## src/rtl/core/pva_pkg.sv

```systemverilog
// ----------------------------------------------------------------------------
// pva_pkg
// Shared types, constants and helper functions of the priority voice
// allocator: request and result structs, operation codes, control bundles.
// ----------------------------------------------------------------------------
package pva_pkg;

    // Build size and field widths
    localparam int NUM_VOICES = 8;
    localparam int VOICE_ID_W = 5;
    localparam int MASK_W     = 32;
    localparam int SRC_W      = 16;
    localparam int SND_W      = 8;
    localparam int PRI_W      = 8;
    localparam int CNT_W      = 6;

    // Configuration port
    localparam int APB_ADDR_W = 3;
    localparam int APB_DATA_W = 32;
    localparam logic [CNT_W-1:0] ACTIVE_RESET = 6'd8;

    // Result status codes
    localparam logic STATUS_OK     = 1'b0;
    localparam logic STATUS_REJECT = 1'b1;

    typedef enum logic [1:0] {
        OP_START    = 2'd0,
        OP_STOP_SRC = 2'd1,
        OP_FINISHED = 2'd2,
        OP_STOP_ALL = 2'd3
    } t_pva_op;

    typedef struct packed {
        t_pva_op              operation;
        logic                 source_present;
        logic [SRC_W-1:0]     source_id;
        logic [SND_W-1:0]     sound_id;
        logic [PRI_W-1:0]     request_priority;
        logic [VOICE_ID_W-1:0] voice_index;
    } t_pva_in;

    typedef struct packed {
        logic                  status;
        logic [VOICE_ID_W-1:0] granted_voice;
        logic [MASK_W-1:0]     stopped_mask;
    } t_pva_out;

    // Controller to datapath commands
    typedef struct packed {
        logic load;
        logic stop;
        logic commit;
    } t_pva_cmd;

    // Datapath to controller status
    typedef struct packed {
        logic slot_free;
    } t_pva_stat;

    // Keep only the lowest set bit
    function automatic logic [NUM_VOICES-1:0] lowest_onehot(
        input logic [NUM_VOICES-1:0] vec
    );
        return vec & (~vec + {{(NUM_VOICES-1){1'b0}}, 1'b1});
    endfunction

    // One-hot to voice number
    function automatic logic [VOICE_ID_W-1:0] onehot_to_index(
        input logic [NUM_VOICES-1:0] oh
    );
        logic [VOICE_ID_W-1:0] idx;
        idx = '0;
        for (int v = 0; v < NUM_VOICES; v++) begin
            if (oh[v]) begin
                idx = idx | VOICE_ID_W'(v);
            end
        end
        return idx;
    endfunction

endpackage

```

## src/rtl/core/pva_ctrl.sv

```systemverilog
// ----------------------------------------------------------------------------
// pva_ctrl
// Sequencer of the allocator: takes one request, runs the source stop pass,
// then the commit pass once the result register can take a new transfer.
// ----------------------------------------------------------------------------
module pva_ctrl
    import pva_pkg::*;
(
    input  logic      i_clk,
    input  logic      i_rst_n,
    input  logic      i_in_valid,
    input  t_pva_stat i_stat,
    output logic      o_in_stall,
    output t_pva_cmd  o_cmd
);

    typedef enum logic [1:0] {
        S_IDLE,
        S_STOP,
        S_COMMIT
    } t_state;

    t_state r_state;
    logic   r_in_stall;

    // Commands decoded from state
    always_comb begin
        o_cmd.load   = (r_state == S_IDLE) && i_in_valid && !r_in_stall;
        o_cmd.stop   = (r_state == S_STOP);
        o_cmd.commit = (r_state == S_COMMIT) && i_stat.slot_free;
    end

    // State and registered stall
    always_ff @(posedge i_clk) begin
        if (!i_rst_n) begin
            r_state    <= S_IDLE;
            r_in_stall <= 1'b0;
        end else begin
            unique case (r_state)
                S_IDLE: begin
                    if (i_in_valid) begin
                        r_state    <= S_STOP;
                        r_in_stall <= 1'b1;
                    end
                end
                S_STOP: begin
                    r_state <= S_COMMIT;
                end
                S_COMMIT: begin
                    if (i_stat.slot_free) begin
                        r_state    <= S_IDLE;
                        r_in_stall <= 1'b0;
                    end
                end
                default: begin
                    r_state    <= S_IDLE;
                    r_in_stall <= 1'b0;
                end
            endcase
        end
    end

    assign o_in_stall = r_in_stall;

endmodule

```

## src/rtl/core/pva_dpath.sv

```systemverilog
// ----------------------------------------------------------------------------
// pva_dpath
// Voice table and search logic: per-voice source and priority compares,
// lowest-index selection, table update and the result register.
// ----------------------------------------------------------------------------
module pva_dpath
    import pva_pkg::*;
(
    input  logic             i_clk,
    input  logic             i_rst_n,
    input  t_pva_cmd         i_cmd,
    input  t_pva_in          i_in_item,
    input  logic [CNT_W-1:0] i_active,
    input  logic             i_out_stall,
    output t_pva_stat        o_stat,
    output logic             o_out_valid,
    output t_pva_out         o_out_item
);

    // Latched request and partial stop mask
    t_pva_in               r_req;
    logic [NUM_VOICES-1:0] r_mask;

    // Voice table
    logic [NUM_VOICES-1:0] r_busy;
    logic [NUM_VOICES-1:0] r_has;
    logic [SRC_W-1:0]      r_src [NUM_VOICES];
    logic [PRI_W-1:0]      r_pri [NUM_VOICES];

    // Result register
    logic     r_out_valid;
    t_pva_out r_out;

    logic [NUM_VOICES-1:0] in_use;
    logic [NUM_VOICES-1:0] same;
    logic [NUM_VOICES-1:0] evict_cand;
    logic [NUM_VOICES-1:0] fin_hit;
    logic [NUM_VOICES-1:0] stop_hit;
    logic [NUM_VOICES-1:0] reuse;
    logic [NUM_VOICES-1:0] pick;
    logic [NUM_VOICES-1:0] n_busy;
    logic [NUM_VOICES-1:0] n_mask;
    logic [NUM_VOICES-1:0] wr_en;
    logic [SRC_W-1:0]      req_src;
    t_pva_out              n_out;

    // Per-voice compares
    always_comb begin
        for (int v = 0; v < NUM_VOICES; v++) begin
            in_use[v]     = CNT_W'(v) < i_active;
            same[v]       = (r_has[v] == r_req.source_present) &&
                            (!r_req.source_present || (r_src[v] == r_req.source_id));
            evict_cand[v] = in_use[v] && r_busy[v] &&
                            (r_pri[v] >= r_req.request_priority);
            fin_hit[v]    = r_busy[v] && (VOICE_ID_W'(v) == r_req.voice_index);
        end
    end

    // Lowest-index selections
    assign stop_hit = lowest_onehot(in_use & r_busy & same);
    assign reuse    = lowest_onehot(in_use &
                                    (~r_busy | (same & {NUM_VOICES{r_req.source_present}})));
    assign pick     = (|reuse) ? reuse : lowest_onehot(evict_cand);
    assign req_src  = r_req.source_present ? r_req.source_id : '0;

    // Table update and result per operation
    always_comb begin
        n_busy = r_busy;
        n_mask = r_mask;
        wr_en  = '0;
        n_out  = '0;
        if (i_cmd.stop) begin
            if (r_req.operation == OP_START || r_req.operation == OP_STOP_SRC) begin
                n_busy = r_busy & ~stop_hit;
                n_mask = stop_hit;
            end else begin
                n_mask = '0;
            end
        end else if (i_cmd.commit) begin
            unique case (r_req.operation)
                OP_START: begin
                    if (|pick) begin
                        n_busy              = r_busy | pick;
                        wr_en               = pick;
                        n_out.status        = STATUS_OK;
                        n_out.granted_voice = onehot_to_index(pick);
                        n_out.stopped_mask  = MASK_W'(r_mask | (r_busy & pick));
                    end else begin
                        n_out.status        = STATUS_REJECT;
                        n_out.stopped_mask  = MASK_W'(r_mask);
                    end
                end
                OP_STOP_SRC: begin
                    n_out.stopped_mask = MASK_W'(r_mask);
                end
                OP_FINISHED: begin
                    n_busy             = r_busy & ~fin_hit;
                    n_out.stopped_mask = MASK_W'(fin_hit);
                end
                OP_STOP_ALL: begin
                    n_busy             = '0;
                    n_out.stopped_mask = MASK_W'(r_busy);
                end
                default: begin
                    n_out = '0;
                end
            endcase
        end
    end

    // Control state
    always_ff @(posedge i_clk) begin
        if (!i_rst_n) begin
            r_busy      <= '0;
            r_out_valid <= 1'b0;
        end else begin
            r_busy <= n_busy;
            if (i_cmd.commit) begin
                r_out_valid <= 1'b1;
            end else if (!i_out_stall) begin
                r_out_valid <= 1'b0;
            end
        end
    end

    // Payload registers
    always_ff @(posedge i_clk) begin
        if (i_cmd.load) begin
            r_req <= i_in_item;
        end
        r_mask <= n_mask;
        if (i_cmd.commit) begin
            r_out <= n_out;
        end
        for (int v = 0; v < NUM_VOICES; v++) begin
            if (wr_en[v]) begin
                r_has[v] <= r_req.source_present;
                r_src[v] <= req_src;
                r_pri[v] <= r_req.request_priority;
            end
        end
    end

    assign o_stat.slot_free = !r_out_valid || !i_out_stall;
    assign o_out_valid      = r_out_valid;
    assign o_out_item       = r_out;

endmodule

```

## src/rtl/core/priority_voice_allocator.sv

```systemverilog
// A request is loaded on its transfer; the stop pass follows, then the commit pass
// loads the result register. One request at a time: the next is taken only after both passes.
// A stalled result holds the commit pass until the output transfer is free.
// Reset (synchronous, active low): all voices free, active_voices = 8.
// ----------------------------------------------------------------------------
// priority_voice_allocator
// Voice table with priority allocation, APB register for the active count.
// ----------------------------------------------------------------------------
module priority_voice_allocator
    import pva_pkg::*;
(
    input  logic                  i_clk,
    input  logic                  i_rst_n,
    input  logic                  i_in_valid,
    input  t_pva_in               i_in_item,
    output logic                  o_in_stall,
    output logic                  o_out_valid,
    output t_pva_out              o_out_item,
    input  logic                  i_out_stall,
    input  logic                  psel,
    input  logic                  penable,
    input  logic                  pwrite,
    input  logic [APB_ADDR_W-1:0] paddr,
    input  logic [APB_DATA_W-1:0] pwdata,
    output logic [APB_DATA_W-1:0] prdata,
    output logic                  pready
);

    logic [CNT_W-1:0] r_active;
    logic [CNT_W-1:0] active_eff;
    t_pva_cmd         cmd;
    t_pva_stat        stat;

    // Register write on the access cycle
    always_ff @(posedge i_clk) begin
        if (!i_rst_n) begin
            r_active <= ACTIVE_RESET;
        end else if (psel && penable && pwrite && !paddr[2]) begin
            r_active <= pwdata[CNT_W-1:0];
        end
    end

    assign pready = 1'b1;
    assign prdata = paddr[2] ? '0 : APB_DATA_W'(r_active);

    // Clamp to the built voice count
    assign active_eff = (r_active < CNT_W'(NUM_VOICES)) ? r_active : CNT_W'(NUM_VOICES);

    pva_ctrl u_ctrl (
        .i_clk      (i_clk),
        .i_rst_n    (i_rst_n),
        .i_in_valid (i_in_valid),
        .i_stat     (stat),
        .o_in_stall (o_in_stall),
        .o_cmd      (cmd)
    );

    pva_dpath u_dpath (
        .i_clk       (i_clk),
        .i_rst_n     (i_rst_n),
        .i_cmd       (cmd),
        .i_in_item   (i_in_item),
        .i_active    (active_eff),
        .i_out_stall (i_out_stall),
        .o_stat      (stat),
        .o_out_valid (o_out_valid),
        .o_out_item  (o_out_item)
    );

endmodule

```

## config.mk

```make
export PLATFORM = sky130hd
export DESIGN_NAME = priority_voice_allocator
export DESIGN_NICKNAME = d
export VERILOG_FILES = /design/src/rtl/core/pva_pkg.sv /design/src/rtl/core/pva_ctrl.sv /design/src/rtl/core/pva_dpath.sv /design/src/rtl/core/priority_voice_allocator.sv
export SDC_FILE = /design/constraint.sdc
export NUM_CORES = 1
export LEC_CHECK = 0
export ABC_AREA = 1
export BUFFER_PORTS_ARGS = -buffer_cell sky130_fd_sc_hd__buf_4
export CAP_MARGIN = 10
export CORE_UTILIZATION = 60
export CTS_BUF_LIST = sky130_fd_sc_hd__clkbuf_2
export CTS_CLUSTER_SIZE = 40
export DETAILED_ROUTE_END_ITERATION = 16
export GPL_ROUTABILITY_DRIVEN = 0
export PLACE_DENSITY_LB_ADDON = 0.25
export SLEW_MARGIN = 10
export SYNTH_ARGS = -nofsm -noshare
export SYNTH_HDL_FRONTEND = slang
export SYNTH_SLANG_ARGS = --single-unit
```

## constraint.sdc

```tcl
create_clock -name i_clk -period 9.38 [get_ports i_clk]
set_input_delay 0.938 -clock i_clk [delete_from_list [all_inputs] [get_ports i_clk]]
set_output_delay 0.938 -clock i_clk [all_outputs]
set_load 0.005 [all_outputs]
```

==> results.md <==
* Status: completed
* Setup repair after global routing missed its margin: false
* Row count at 55
* Layout cells sized above 1 at 0.158
* R2R setup slack at 5200 ps
* IR drop worst, VDD at 0.000102 V
* Hold buffers post-CTS at 0
* Worst R2R Start: u_dpath.r_req[12]
* Crit end category: flop
* Largest net degree at the start of global routing at 41
* Post-route insts no fill at 1839
* DRC viols at 0
* Worst Hold Launch: i_in_item[24]
* Drt wl/cell at 15.9 um
* Clk Latency, worst-skew pair at 830 ps
* Syn avg cell area at 9.92 sq um
* Clock Path Buffers at 3
* Vias in the first global route at 9625
* Total GRT Usage at 0.254
* Placed Cells at 1723
* Synth cell types at 45
* Routed wire length at 29.2 mm
* Nets at 1655
* Starting Density at 0.611
* P_leak at 6.45 nW
* Critical Path, Cell by Cell: inv_1, ha_1, a21oi_1, o21a_1, nand3_1, nand2_1, nand2_1, nor3_1, nand4_1, nand2_1, inv_2, nor3_2, buf_4
* Pwr Density at 158 nW/um^2
* Post-route clock period utilization at 0.445
* Total power at 2.37 mW
* Critical Path Start Type: flop
* Setup TNS at 0 ps
* Final Skew at 64.7 ps
* Clk slew on worst S/H paths at 110 ps
* Prevailing post-synth register cell: edfxtp_1
* Yosys reg bits at 270
* CP max-delay cell: nor3_2
* Antenna Violating Nets Remaining at 0
* Crit path largest cell delay at 900 ps
* Layout fillers at 1776
* Req. time, crit path at 9830 ps
* Final setup fails at 0
* Yosys warns at 0
* Die Y at 154 um
* First-pass GRT wire length at 46.3 mm
* Final core utilization at 0.663
* Sequential-to-total area share from yosys stat at 0.573
* Vias/cell at 5.28
* Combinational power share at 0.086
* Actual slew at the worst max-slew pin at 1210 ps
* Critical Path AT at 4630 ps
* Initial antenna violation count at 1
* Starting DRT DRC Count at 748
* Post-synth ARST share at 0
* # resized after CTS at 0
* Fmax at 239 MHz
* Vias at 9716
* H-tree depth at 3
* Crit path max fanout at 16
* Clk pwr share at 0.336
* CTS Buf Count at 68
* Syn Inst Count at 1395
* Crit path launch: u_dpath.r_req[12]
* Setup CP Type: flop to flop
* CTS tree: yes
* Switching pwr at 630 uW
* Iteration count of the initial detailed-routing pass at 5
* Max-Cap Viols at 0
* Core Region at 22600 sq um
* Hold Fails Final Rpt at 0
* Sw Share at 0.265
* Pint at 1.74 mW
* Port Buf Inserts at 65
* Post-CTS setup buffers at 0
* Final HPWL DP at 20.3 mm
* Crit-path most repeated cell: nand2_1
* Post-route minimum period at 4180 ps
* Number of flops mapped to enable cells by yosys at 252
* Die ar. at 23700 sq um
* Hold WC Path Type: input port to flop
* Mapped Area at 13800 sq um
* Area growth syn-to-layout at 8.49%
* Root Buffer: clkbuf_2
* Rel. slew slack at 0.187
* Number of top-level pins at 155
* Die width at 154 um
* Gr ovfl total at 0
* Slew Limit Fails at 0
* Sequential power share at 0.578
* CTS sink cnt at 270
* Worst hold slack at 271 ps
flip-flops by register name (all words and copies together), names as in the netlist, 2 cells and up:
name / flops
r_active: 6
u_ctrl.r_state: 2
u_dpath.o_out_item: 12
u_dpath.r_busy: 8
u_dpath.r_has: 8
u_dpath.r_mask: 8
u_dpath.r_pri: 64
u_dpath.r_req: 32
u_dpath.r_src: 128
routing by layer:
layer,wire length [um],global-route usage,vias to the layer above
met1,11800,0.304,4478
met3,1790,0.0437,76
met2,14700,0.445,354
met4,984,0.124,0
met5,0,0,-
li1,-,-,4808
cells by family (layout without fill, tap and decap cells):
group | count (synthesis) | count (layout) | share of synthesized area
simple gates | 597 | 597 | 0.186
flops | 270 | 270 | 0.573
buf+inv | 255 | 362 | 0.0895
compound gates | 162 | 162 | 0.0650
fa+ha+maj | 64 | 64 | 0.0579
xor+xnor | 45 | 45 | 0.0285
other cells | 2 | 54 | 0.000543
power by group through the flow:
stage                     Combinational, mW  Sequential [mW]  Clock (mW)
after detailed placement              0.202             1.40           0
after floorplan                       0.171             1.38           0
after CTS                             0.203             1.37       0.817
after global placement                0.194             1.40           0
final                                 0.205             1.37       0.797
after global routing                  0.232             1.37       0.872
cell usage in the layout, fill, tap and decap left out, types with 11 or more instances in the layout:
cell      count
a21oi_1      77
buf_4        76
clkbuf_2     97
clkinv_1     11
conb_1       53
dfxtp_1      18
edfxtp_1    252
ha_1         64
inv_1       148
inv_2        25
nand2_1     345
nand3_1      37
nand4_1      26
nor2_1      126
nor2_2       12
nor3_1       12
o21ai_0      46
o21ai_1      18
xnor2_1      40
through the flow:
stage	instance area (sq um)	worst slack, ps
after floorplan	14000	4890
after global placement	14400	5350
after detailed placement	14400	5240
after CTS	15000	5170
after global routing	15000	4880
final	15000	5200
Yosys cell counts (2+ instances only):
cell	instances	area (sq um)
nand2_1	345	1290
edfxtp_1	252	7570
inv_1	148	556
nor2_1	134	503
a21oi_1	77	385
ha_1	64	801
buf_4	61	458
o21ai_0	46	230
xnor2_1	40	350
nand3_1	37	185
nand4_1	26	163
inv_2	22	82.6
dfxtp_1	18	360
o21ai_1	18	90.1
nor3_1	14	70.1
clkbuf_1	10	37.5
nand2_2	7	43.8
nand3_2	7	70.1
o21a_1	7	52.6
buf_2	6	30.0
buf_6	6	67.6
nor2_2	5	31.3
xor2_1	5	43.8
a221oi_1	4	35.0
nor2_4	4	45.0
or2_0	4	25.0
nand3b_1	3	22.5
a21oi_2	2	17.5
and3_1	2	12.5
clkinv_1	2	7.51
conb_1	2	7.51
nand3_4	2	35.0
nor4_1	2	12.5
o22ai_1	2	12.5
cell type report:
cell class | instances | area, sq um | area share
Clock inverter | 17 | 126 | 0.00842
Sequential cell | 270 | 7930 | 0.528
Tap cell | 285 | 357 | 0.0238
Inverter | 172 | 646 | 0.0430
Multi-Input combinational cell | 921 | 4900 | 0.326
Clock buffer | 97 | 485 | 0.0323
Antenna cell | 1 | 2.50 | 0.000167
Timing Repair Buffer | 76 | 571 | 0.0380
worst max-delay path, delay by kind of cell, from the launching register on:
| kind | cells | cell delay (ps) |
|---|---|---|
| DFF | 1 | 590 |
| adders and majority gates | 1 | 380 |
| buffers and inverters | 3 | 820 |
| and+or+nand+nor | 7 | 1730 |
| AOI/OAI and AO/OA | 2 | 300 |
path summary, 6_finish.rpt:
| check | end | depth (start not counted) |
|---|---|---|
| setup / recovery | u_dpath.r_src[1][11] | 13 |
| hold / removal | u_dpath.r_req[24] | 1 |
| setup reg to reg | u_dpath.r_src[1][11] | 13 |
| hold reg to reg | r_active[4] | 2 |
(Power assumes the default switching activity.)
